[src/rtl/wtem_pkg.sv]
// package for the windowed throughput / eta meter
// holds payload structs, register indexes, controller states and
// controller/datapath command and status types; no dependencies
package wtem_pkg;

  typedef struct packed {
    logic [15:0] elapsed_ms;
    logic [47:0] now_us;
    logic [47:0] current_bytes;
  } in_item_t;

  typedef struct packed {
    logic [30:0] speed_bps;
    logic        speed_valid;
    logic [30:0] eta_s;
    logic        eta_valid;
  } out_item_t;

  localparam logic [2:0] REG_TOTAL_BYTES  = 3'd0;
  localparam logic [2:0] REG_SLOT_INTERVAL = 3'd1;
  localparam logic [2:0] REG_MAX_GROW     = 3'd2;
  localparam logic [2:0] REG_MIN_SHRINK   = 3'd3;
  localparam logic [2:0] REG_ETA_MARGIN   = 3'd4;

  localparam logic [19:0] USEC_PER_SEC = 20'd1000000;
  localparam logic [6:0]  PCT_SCALE    = 7'd100;
  localparam logic [30:0] MAX31        = 31'h7fffffff;
  localparam logic signed [17:0] LEFT_MIN = -18'sd131072;

  typedef enum logic [3:0] {
    ST_IDLE,
    ST_LOAD,
    ST_RATIO,
    ST_RATIO_DIV,
    ST_ADVANCE,
    ST_SCAN,
    ST_SPEED,
    ST_SPEED_DIV,
    ST_ETA,
    ST_ETA_MUL,
    ST_ETA_DIV,
    ST_OUT
  } state_t;

  typedef enum logic [1:0] {
    DIV_RATIO,
    DIV_SPEED,
    DIV_ETA
  } div_sel_t;

  typedef struct packed {
    logic     load;
    logic     ratio_setup;
    logic     advance;
    logic     scan_step;
    logic     speed_setup;
    logic     eta_setup;
    logic     mul_step;
    logic     eta_num;
    logic     div_start;
    div_sel_t div_sel;
    logic     div_capture;
    logic     out_load;
  } dp_cmd_t;

  typedef struct packed {
    logic do_advance;
    logic do_ratio;
    logic scan_done;
    logic speed_ok;
    logic eta_ok;
    logic mul_done;
    logic div_busy;
  } dp_status_t;

endpackage

[src/rtl/wtem_ctrl.sv]
// controller state machine sequencing one item through the datapath
// depends on wtem_pkg
module wtem_ctrl
  import wtem_pkg::*;
(
  input  logic       clk,
  input  logic       rst,
  input  logic       in_valid,
  output logic       in_ready,
  output logic       out_busy_load,
  input  logic       out_free,
  input  dp_status_t status,
  output dp_cmd_t    cmd
);

  state_t state, state_next;

  always_ff @(posedge clk) begin
    if (rst) state <= ST_IDLE;
    else state <= state_next;
  end

  always_comb begin
    state_next = state;
    case (state)
      ST_IDLE:      if (in_valid) state_next = ST_LOAD;
      ST_LOAD: begin
        if (status.do_advance && status.do_ratio) state_next = ST_RATIO;
        else if (status.do_advance) state_next = ST_ADVANCE;
        else state_next = ST_SCAN;
      end
      ST_RATIO:     state_next = ST_RATIO_DIV;
      ST_RATIO_DIV: if (!status.div_busy) state_next = ST_ADVANCE;
      ST_ADVANCE:   state_next = ST_SCAN;
      ST_SCAN:      if (status.scan_done) state_next = ST_SPEED;
      ST_SPEED:     state_next = status.speed_ok ? ST_SPEED_DIV : ST_ETA;
      ST_SPEED_DIV: if (!status.div_busy) state_next = ST_ETA;
      ST_ETA:       state_next = status.eta_ok ? ST_ETA_MUL : ST_OUT;
      ST_ETA_MUL:   if (status.mul_done) state_next = ST_ETA_DIV;
      ST_ETA_DIV:   if (!status.div_busy) state_next = ST_OUT;
      ST_OUT:       if (out_free) state_next = ST_IDLE;
      default:      state_next = ST_IDLE;
    endcase
  end

  always_comb begin
    cmd = '0;
    cmd.div_sel = DIV_RATIO;
    in_ready = 1'b0;
    out_busy_load = 1'b0;
    case (state)
      ST_IDLE: begin
        in_ready = 1'b1;
        cmd.load = in_valid;
      end
      ST_RATIO: begin
        cmd.ratio_setup = 1'b1;
        cmd.div_start = 1'b1;
        cmd.div_sel = DIV_RATIO;
      end
      ST_RATIO_DIV: begin
        cmd.div_sel = DIV_RATIO;
        cmd.div_capture = !status.div_busy;
      end
      ST_ADVANCE: cmd.advance = 1'b1;
      ST_SCAN: cmd.scan_step = 1'b1;
      ST_SPEED: begin
        cmd.speed_setup = 1'b1;
        cmd.div_start = status.speed_ok;
        cmd.div_sel = DIV_SPEED;
      end
      ST_SPEED_DIV: begin
        cmd.div_sel = DIV_SPEED;
        cmd.div_capture = !status.div_busy;
      end
      ST_ETA: begin
        cmd.eta_setup = 1'b1;
        cmd.div_sel = DIV_ETA;
      end
      // product built 16 bits per cycle, then handed to the divider
      ST_ETA_MUL: begin
        cmd.div_sel = DIV_ETA;
        cmd.mul_step = !status.mul_done;
        cmd.eta_num = status.mul_done;
        cmd.div_start = status.mul_done;
      end
      ST_ETA_DIV: begin
        cmd.div_sel = DIV_ETA;
        cmd.div_capture = !status.div_busy;
      end
      ST_OUT: begin
        cmd.out_load = out_free;
        out_busy_load = out_free;
      end
      default: ;
    endcase
  end

endmodule

[config.mk]
export PLATFORM = sky130hd
export DESIGN_NAME = wtem_ctrl
export DESIGN_NICKNAME = d
export VERILOG_FILES = /design/src/rtl/wtem_pkg.sv /design/src/rtl/wtem_ctrl.sv
export SDC_FILE = /design/constraint.sdc
export NUM_CORES = 1
export LEC_CHECK = 0
export BUFFER_PORTS_ARGS = -buffer_cell sky130_fd_sc_hd__buf_2
export CORE_AREA = 2 2 39 41
export CTS_CLUSTER_SIZE = 14
export DETAILED_ROUTE_END_ITERATION = 8
export DIE_AREA = 0 0 41 43
export MAX_ROUTING_LAYER = met4
export PLACE_DENSITY_LB_ADDON = 0.1
export SYNTH_ARGS = -nofsm -noshare
export SYNTH_HDL_FRONTEND = slang
export SYNTH_SLANG_ARGS = --single-unit
[constraint.sdc]
create_clock -name clk -period 2 [get_ports clk]
set_input_delay 0.4 -clock clk [delete_from_list [all_inputs] [get_ports clk]]
set_output_delay 0.4 -clock clk [all_outputs]
set_load 0.01 [all_outputs]
## Yosys cells after proc, flatten, opt, wreduce, memory -nomap -nowiden

Cells that the tools add are included.

- Bits in registers: 4
- Input port bits: 11
- Output and inout bits: 15
- Logic and storage cells: 51

- Equality and inequality tests: 18
- Multiplexer cells: 24
- Reduce and logical (&&, ||, !) cells: 8

Operators by type and width:

| operator | number |
|---|---|
| $pmux W4 S12 | 1 |
| $mux W4 | 8 |
| $eq A4 B3 Y1 const B | 4 |
| $eq A4 B4 Y1 const B | 4 |
| $ne A2 B2 Y1 const B | 7 |
| $mux W1 | 10 |
| $eq A4 B2 Y1 const B | 2 |
| $reduce_and A7 Y1 | 1 |
| $reduce_or A3 Y1 | 2 |
| $eq A4 B1 Y1 const B | 1 |
| $logic_not A4 Y1 | 1 |
| $mux W2 | 2 |
| $pmux W2 S2 | 1 |
| $mux W3 | 1 |
| $pmux W1 S3 | 1 |
| $logic_not A1 Y1 | 2 |
| $reduce_or A2 Y1 | 1 |
| $logic_and A1 B1 Y1 | 1 |

## Logic depth before layout (Yosys ltp)

Gate-level depths: netlist of run 1.

- Depth in word-level cells: 3
- Mapped depth: 5
- Mapped depth without buffers: 4

## Worst setup path after synthesis of run 1

Ideal clock, no wire load.

- Kind: reg-to-output
- Start point: register state[0]
- End point: output port cmd[12] (netlist bit)
- Data arrival time: 1.311 ns
- Required time: 1.600 ns
- Path slack: 0.289 ns
- Stages on the path, launching flop included: 5
- Path buffers: 2
- Cell sequence: dfxtp_1 buf_6 buf_2 nor4_1 and2_1

RTL lines:

| element | line | RTL |
|---|---|---|
| start: declaration | wtem_ctrl.sv:16 | `state_t state, state_next;` |
| start signal: assignment | wtem_ctrl.sv:20 | `else state <= state_next;` |
| end: declaration | wtem_ctrl.sv:13 | `output dp_cmd_t cmd` |

==> reports/qor.txt, run 1 <==
fin crit share - 93.0%
CP Class - reg2out
share of total power in sequential cells - 23.1%
RSZ-0062 raised after global routing - no
Worst Tran Pin Value - 0.371 ns
cell taking the most area after synthesis - dfxtp_1
combinational power share - 65.7%
worst setup margin - 0.140 ns
final setup TNS - 0 ns
Pwr Total - 890 uW
hold crit path type - in2reg
number of distinct library cells after synthesis - 29
synthesized area - 470 um^2
largest register by flop count - state
final hold violations - 0
Seq/Total Area, Yosys - 17.0%
Port-buffer cells - 25
number of CTS-inserted buffers - 3
Die ar. - 1760 um^2
Psw - 422 uW
detailed-route via count - 590
antenna violations before repair - 0
Worst Setup Start Kind - register
synth cell count leaders - nand2b_1, nor2_1, nor3_1, a21oi_1
nets@finish - 110
top cell type's share of synthesized area - 17.0%
total global routing overflow - 0
FF+latch count, synth - 4
placed cell area - 617 um^2
share of layout cells above drive strength 1 - 37.1%
Max Cap Viol - 0
Post-Synth XOR/XNOR Area - 0%
Worst Path Arrival - 1.46 ns
cts hold-fix bufs - 0
synth warn - 0
Sw Ratio - 47.4%
Most used DFF post-synth - dfxtp_1
outcome - completed
Starting Density - 34.0%
global-route wire length before repair - 2020 um
clk_skew - 0.00365 ns
CTS H-tree lvls - 1
post-CTS setup buffers - 0
top routing layer in use - met3
final wirelength - 1290 um
DRC viols - 0
ANT cells - 0
Adder-Cell Fraction of Synth Area - 0%
Final setup viols - 0
Int Power - 468 uW
Clock Path Buffers - 2
TritonRoute pass-1 iters - 4
Top Registers - state x4
Area contributors post-synth - dfxtp_1, nand2b_1, nor3_1
Clock Power Share - 11.2%
post-detail-place hpwl - 1000 um
largest net degree at the start of global routing - 12
Pleak - 0.313 nW
number of global-route vias before repair - 458
Routability Congestion - 0.813
total clock sinks - 4
synthesized-area fraction occupied by and/or/nand/nor cells - 47.1%
Slew headroom - 75.2%
Final Max Slew Viols - 0
worst skew pair latency - 0.23 ns
Largest register FFs - 4
Routed Antenna Nets - 0
fmax - 538 MHz
peak supply drop - 0.533 mV
power density cells - 1390 nW/um^2
# IOs - 26
post-synthesis average cell area - 6.72 um^2
Metal-1 WL - 606 um
row cnt - 14
CTS clk-pin slew, worst paths - 0.04 ns
Fin Hold WS - 0.384 ns
area delta synth->final - 36.2%
Total GRT Usage - 16.7%
die width - 41 um
met2 wire len - 607 um
post-synthesis mux area share - 2.13%
CP endpoint kind - output pin
core region area - 1380 um^2
Cells after DPL - 110
initial DRC count - 11
design area - 641 um^2
main combinational cell family by area after synthesis - simple AND/OR/NAND/NOR gates
drt via density - 5.22
Post-synth EDFFs - 0
metal3 WL - 80 um
final cell count without fillers - 113
Crit Path Max Fanout - 10
dpl ws - 0.381 ns
final core utilization - 46.3%
Worst Path Required - 1.60 ns
Final Critical Period - 1.86 ns
Syn Nets - 81
Avg WL per Cell - 11.5 um
height of the chip - 43 um
fraction of registers with async set/reset - 0%
Synth Area in Compound Gates - 23.7%
clock root buffer - clkbuf_4
Syn Inst Count - 70
CTS tree - yes
-- power by group through the flow --
stage	Sequential, mW	Combinational [mW]	Clock, mW
5_1_grt	0.219	0.660	0.107
2_1_floorplan	0.146	0.460	0
3_5_place_dp	0.203	0.586	0
4_1_cts	0.201	0.588	0.104
6_report	0.205	0.585	0.100
3_3_place_gp	0.202	0.590	0
-- critical path, cell delays in order (launching register included) --
cell and delay, ns:
dfxtp_1 0.47, nand2b_1 0.25, nor3_1 0.08, or2_2 0.29, buf_2 0.14
-- cell usage in the layout, fill, tap and decap left out --
| cell type | instances |
|---|---|
| clkbuf_4 | 3 |
| nor3_1 | 7 |
| and2_1 | 1 |
| a211oi_1 | 4 |
| nor4_1 | 2 |
| a21oi_1 | 6 |
| and3_4 | 1 |
| nand2_1 | 3 |
| dfxtp_2 | 1 |
| nor3b_1 | 3 |
| nand3_1 | 2 |
| inv_1 | 3 |
| buf_4 | 5 |
| nand2b_1 | 7 |
| nor2b_1 | 2 |
| o21ai_0 | 1 |
| a221oi_1 | 1 |
| or4_1 | 2 |
| or2_2 | 1 |
| nand4b_1 | 1 |
| a31oi_1 | 1 |
| o21bai_1 | 1 |
| nor2_1 | 7 |
| dfxtp_1 | 3 |
| a21o_1 | 1 |
| buf_2 | 25 |
| o211ai_1 | 1 |
| o32ai_1 | 1 |
| mux2i_1 | 1 |
-- routing by layer --
metal  global-route usage, %  up-vias
met2                    23.8       20
met4                    8.00        0
met5                       -        -
met1                    24.0      261
met3                       0        0
li1                        -      309
-- worst paths after layout --
| check | slack, ns | end | startpoint | cells past startpoint |
|---|---|---|---|---|
| min reg2reg | 0.63 | state[1] | state[1] | 2 |
| min | 0.38 | state[1] | rst | 2 |
| max reg2reg | 0.41 | state[0] | state[3] | 4 |
| max | 0.14 | cmd[4] | state[1] | 4 |
-- final cells by class --
class                   count  area, um^2
clock buffers               3        22.5
multi-input cells          57         343
repair buffers             30         163
fillers                   151         743
inverters                   3        11.3
flip-flops and latches      4        81.3
well taps                  16        20.0
-- cells by family after synthesis --
| group | count (synthesis) |
|---|---|
| and+or+nand+nor | 39 |
| AOI/OAI and AO/OA | 17 |
| DFF | 4 |
| muxes | 1 |
| buffers and inverters | 9 |
-- what timing repair did --
item / CTS / global route
endpoints found under the hold margin: 0 / 0
resized for setup: 0 / 1
endpoints found under the setup margin: 0 / 1
Note: power is estimated with default switching activity, not from simulation.
==> inputs of run 2 (changes only) <==
CORE_AREA = 5 5 42 44   (was 2 2 39 41)
DIE_AREA = 0 0 47 49   (was 0 0 41 43)
HOLD_SLACK_MARGIN = 0.05   (was not set)
==> run 2 against run 1 <==
Non-clock buffer count is 1 lower. Critical path type unchanged. Cell count shrank 0.88%. Hold slack worse by 0.0050 ns. Critical path depth is the same. Maximum frequency increased by 0.79%. Power decreased by 1.8%. Register-to-register slack worse by 0.03 ns. Clock power is essentially flat. Clock skew decreased by 0.0030 ns. Flip-flop and latch count is the same. Cell area decreased by 1.2%. Worst setup slack improved by 0.014 ns. Highest routed layer unchanged.
==> reports/qor.txt, run 2 (same netlist as run 1, synthesis figures left out) <==
outcome - completed
initial DRC count - 17
final setup TNS - 0 ns
Int Power - 458 uW
final core utilization - 45.2%
total global routing overflow - 0
Port-buffer cells - 25
CP max stage delay - 0.51 ns
final cell count without fillers - 112
total clock sinks - 4
largest register by flop count - state
Routability Congestion - 0.833
Worst Tran Pin Value - 0.340 ns
Largest register FFs - 4
global-route wire length before repair - 2120 um
Pleak - 0.308 nW
fill count - 157
power density cells - 1380 nW/um^2
post-detail-place hpwl - 1080 um
Sw Ratio - 47.7%
clk_skew - 0.000677 ns
most common cell after layout, fill and taps aside - buf_2
Final setup viols - 0
CTS H-tree lvls - 1
RSZ-0062 raised after global routing - no
worst skew pair latency - 0.23 ns
ANT cells - 0
commonest non-fill, non-tap cells in the layout - buf_2, nand2b_1, nor3_1, nor2_1, a21oi_1
drt via density - 5.50
fmax - 542 MHz
Avg WL per Cell - 11.8 um
Reg2Reg Setup Slack - 0.38 ns
Routed Antenna Nets - 0
CP endpoint kind - output pin
die width - 47 um
CP Class - reg2out
Max Cap Viol - 0
Worst Path Arrival - 1.45 ns
Clock Path Buffers - 2
Top Registers - state x4
Clock Power Share - 11.2%
number of global-route vias before repair - 502
combinational power share - 65.9%
Die ar. - 2300 um^2
Worst Setup Start Kind - register
Register Area - 81.3 um^2
Fin Hold WS - 0.379 ns
detailed-route via count - 616
CTS tree - yes
peak supply drop - 0.660 mV
row cnt - 14
Worst Path Required - 1.60 ns
crit path max-delay cell type - dfxtp_1
share of total power in sequential cells - 22.9%
antenna violations before repair - 0
height of the chip - 49 um
largest net degree at the start of global routing - 16
share of layout cells above drive strength 1 - 36.5%
area delta synth->final - 34.6%
fin crit share - 92.3%
Starting Density - 33.6%
Total GRT Usage - 12.4%
final hold violations - 0
TritonRoute pass-1 iters - 4
clock root buffer - clkbuf_4
final wirelength - 1320 um
number of CTS-inserted buffers - 3
# IOs - 26
Psw - 417 uW
Final Critical Period - 1.85 ns
area of the multi-input gates - 343 um^2
Slew headroom - 77.3%
Cells after DPL - 109
core region area - 1400 um^2
Cell Chain, Critical Path - nand2b_1 > nor3_1 > or2_2 > buf_2
CTS clk-pin slew, worst paths - 0.04 ns
hold crit path type - in2reg
DRC viols - 0
Final Max Slew Viols - 0
Crit Path Max Fanout - 11
nets@finish - 109
run 2: cell types whose count changed in the layout (fill, tap and decap cells not counted):
cell / before / now
buf_4: 5 / 4
run 2: final timing paths:
kind,startpoint,end,depth (start not counted)
max,state[0],cmd[4],4
min,rst,state[3],2
max reg2reg,state[0],state[0],4
min reg2reg,state[1],state[1],2
run 2: metrics by stage:
| step | cell area [um^2] | worst slack [ns] | total power [mW] |
|---|---|---|---|
| 2_1_floorplan | 470 | 0.289 | 0.606 |
| 3_3_place_gp | 609 | 0.363 | 0.781 |
| 3_5_place_dp | 609 | 0.320 | 0.779 |
| 4_1_cts | 632 | 0.0631 | 0.882 |
| 5_1_grt | 633 | 0.0471 | 0.973 |
| 6_report | 633 | 0.154 | 0.875 |
run 2: layer usage:
layer  GRT usage [%]  vias up  routed length (um)
met4            4.15        0                   0
met5               -        -                   0
met1            16.2      282                 598
met3            4.43        0                  90
li1                -      312                   -
met2            17.4       22                 630
run 2: critical path: cells and delay by family, from the launching register on:
kind,cells,cell delay [ns]
simple gates,3,0.57
buf+inv,1,0.14
flops,1,0.51
run 2: power groups by stage:
stage               Clock, mW  Sequential [mW]  Combinational [mW]
finish                 0.0980            0.200               0.576
global route            0.112            0.211               0.650
CTS                     0.103            0.196               0.583
detailed placement          0            0.197               0.581
global placement            0            0.198               0.583
floorplan                   0            0.146               0.460
run 2: final cells by class:
cell class,count,area share [%]
clock buffers,3,3.56
inverters,3,1.78
multi-input cells,57,54.2
flip-flops and latches,4,12.8
well taps,16,3.16
repair buffers,29,24.5
run 2: timing repair:
item | in CTS | in global routing
buffers inserted | 0 | 0
endpoints found under the setup margin | 0 | 1
hold buffers | 0 | 0
resized for setup | 0 | 1
==> inputs of run 3 (changes only) <==
PLACE_DENSITY = 0.66   (was not set)
PLACE_DENSITY_LB_ADDON = not set   (was 0.1)
RECOVER_POWER = 100   (was not set)
==> run 3 against run 2 <==
Register-to-register slack worse by 0.04 ns. Utilization is 1.3 points lower. Global-route usage rose by 0.87 points. Maximum frequency grew 0.15%. Sequential share of layout area is 0.19 points higher. Sequential power is 5% lower. Highest routed layer is now met4.
==> reports/qor.txt, run 3 (same netlist as run 1, synthesis figures left out) <==
Worst Setup Start Kind - register
cells on worst reg2reg path - 4
clk_skew - 0.00322 ns
Routed Antenna Nets - 0
area delta synth->final - 30.6%
worst skew pair latency - 0.24 ns
post-detail-place hpwl - 1040 um
most common cell after layout, fill and taps aside - buf_2
Top Registers - state x4
Final setup viols - 0
fill count - 167
Critical path origin - state[1]
nets@finish - 109
Final Max Slew Viols - 0
worst hold endpoint - state[1]
Slew headroom - 77.9%
hold path start - rst
cts hold-fix bufs - 0
Max Cap Viol - 0
core region area - 1400 um^2
final cell count without fillers - 112
final hold violations - 0
metal3 WL - 92 um
RR Startpoint - state[0]
drt via density - 5.28
CTS tree - yes
# IOs - 26
largest net degree at the start of global routing - 11
number of global-route vias before repair - 550
Routability Congestion - 0.892
Cells after DPL - 109
Cell Chain, Critical Path - buf_2 > nor4_1 > and2_1 > buf_2
power density cells - 1380 nW/um^2
final setup TNS - 0 ns
Clock Path Buffers - 2
CTS H-tree lvls - 1
hold crit path type - in2reg
Reg2Reg Capture Point - state[3]
crit-path most repeated cell - buf_2
height of the chip - 49 um
total global routing overflow - 0
Worst Path Arrival - 1.44 ns
met2 wire len - 595 um
commonest non-fill, non-tap cells in the layout - buf_2, clkbuf_1, nor3_1, nor2_1, a21oi_1
Pleak - 0.259 nW
top routing layer in use - met4
final wirelength - 1330 um
antenna violations before repair - 0
Final Critical Period - 1.84 ns
Crit path buffers/inverters - 2
ANT cells - 0
dpl ws - 0.382 ns
Metal-1 WL - 595 um
peak supply drop - 0.437 mV
TritonRoute pass-1 iters - 4
CP Class - reg2out
row cnt - 14
Port-buffer cells - 25
worst setup margin - 0.157 ns
die width - 47 um
Crit Path Max Fanout - 9
total clock sinks - 4
critical path's top delay family - simple AND/OR/NAND/NOR gates
number of CTS-inserted buffers - 3
detailed-route via count - 591
Worst Tran Pin Value - 0.331 ns
fmax - 543 MHz
crit path max-delay cell type - dfxtp_1
share of layout cells above drive strength 1 - 25.0%
Die ar. - 2300 um^2
outcome - completed
CP max stage delay - 0.37 ns
Starting Density - 33.6%
design area - 614 um^2
fin crit share - 92.2%
CP endpoint kind - output pin
hold depth - 2
Largest register FFs - 4
largest register by flop count - state
DRC viols - 0
clock root buffer - clkbuf_4
CTS clk-pin slew, worst paths - 0.04 ns
global-route wire length before repair - 2240 um
Worst Path Required - 1.60 ns
RSZ-0062 raised after global routing - no
initial DRC count - 10
Avg WL per Cell - 11.8 um
Reg2Reg Setup Slack - 0.34 ns
placed cell area - 609 um^2
final core utilization - 43.8%
Total GRT Usage - 13.3%
==> run 3: cell types whose count changed in the layout (fill, tap and decap cells not counted), sizes merged <==
cell    previous run  this run
clkbuf             3        16
buf               29        16
==> run 3: worst max-delay path by stage <==
stage	slack, ns	depth (start not counted)	to
floorplan	0.29	4	cmd[12]
global placement	0.41	4	cmd[1]
detailed placement	0.38	4	cmd[4]
CTS	0.13	4	cmd[4]
global route	0.04	4	cmd[10]
finish	0.16	4	cmd[12]
==> run 3: report_power, final <==
group	switching (mW)	internal (mW)	leakage (nW)	total, mW
clock network	0.0331	0.0671	0.0138	0.100
registers	0.0754	0.116	0.0331	0.191
logic	0.314	0.240	0.212	0.554
total	0.422	0.423	0.259	0.845
==> run 3: what timing repair did <==
action,in CTS,in global routing
setup buffers,0,0
endpoints found under the setup margin,0,2
resized for setup,0,3
==> run 3: metal layers <==
| metal | up-vias | GRT usage [%] |
|---|---|---|
| met3 | 5 | 1.11 |
| met1 | 258 | 16.4 |
| met2 | 21 | 19.9 |
| met4 | 0 | 8.29 |
| met5 | - | - |
| li1 | 307 | - |
==> run 3: layout make-up <==
cell class              instances  area [um^2]  area share [%]
multi-input cells              57          348            56.6
clock buffers                   3         22.5            3.67
inverters                       3         11.3            1.83
well taps                      16         20.0            3.26
repair buffers                 29          133            21.6
flip-flops and latches          4         80.1            13.0
==> run 3: stage by stage <==
step / power [mW] / hold WS, ns
3_3_place_gp: 0.767 / 0.626
2_1_floorplan: 0.606 / 0.473
4_1_cts: 0.873 / 0.386
6_report: 0.845 / 0.390
5_1_grt: 0.933 / 0.393
3_5_place_dp: 0.770 / 0.627
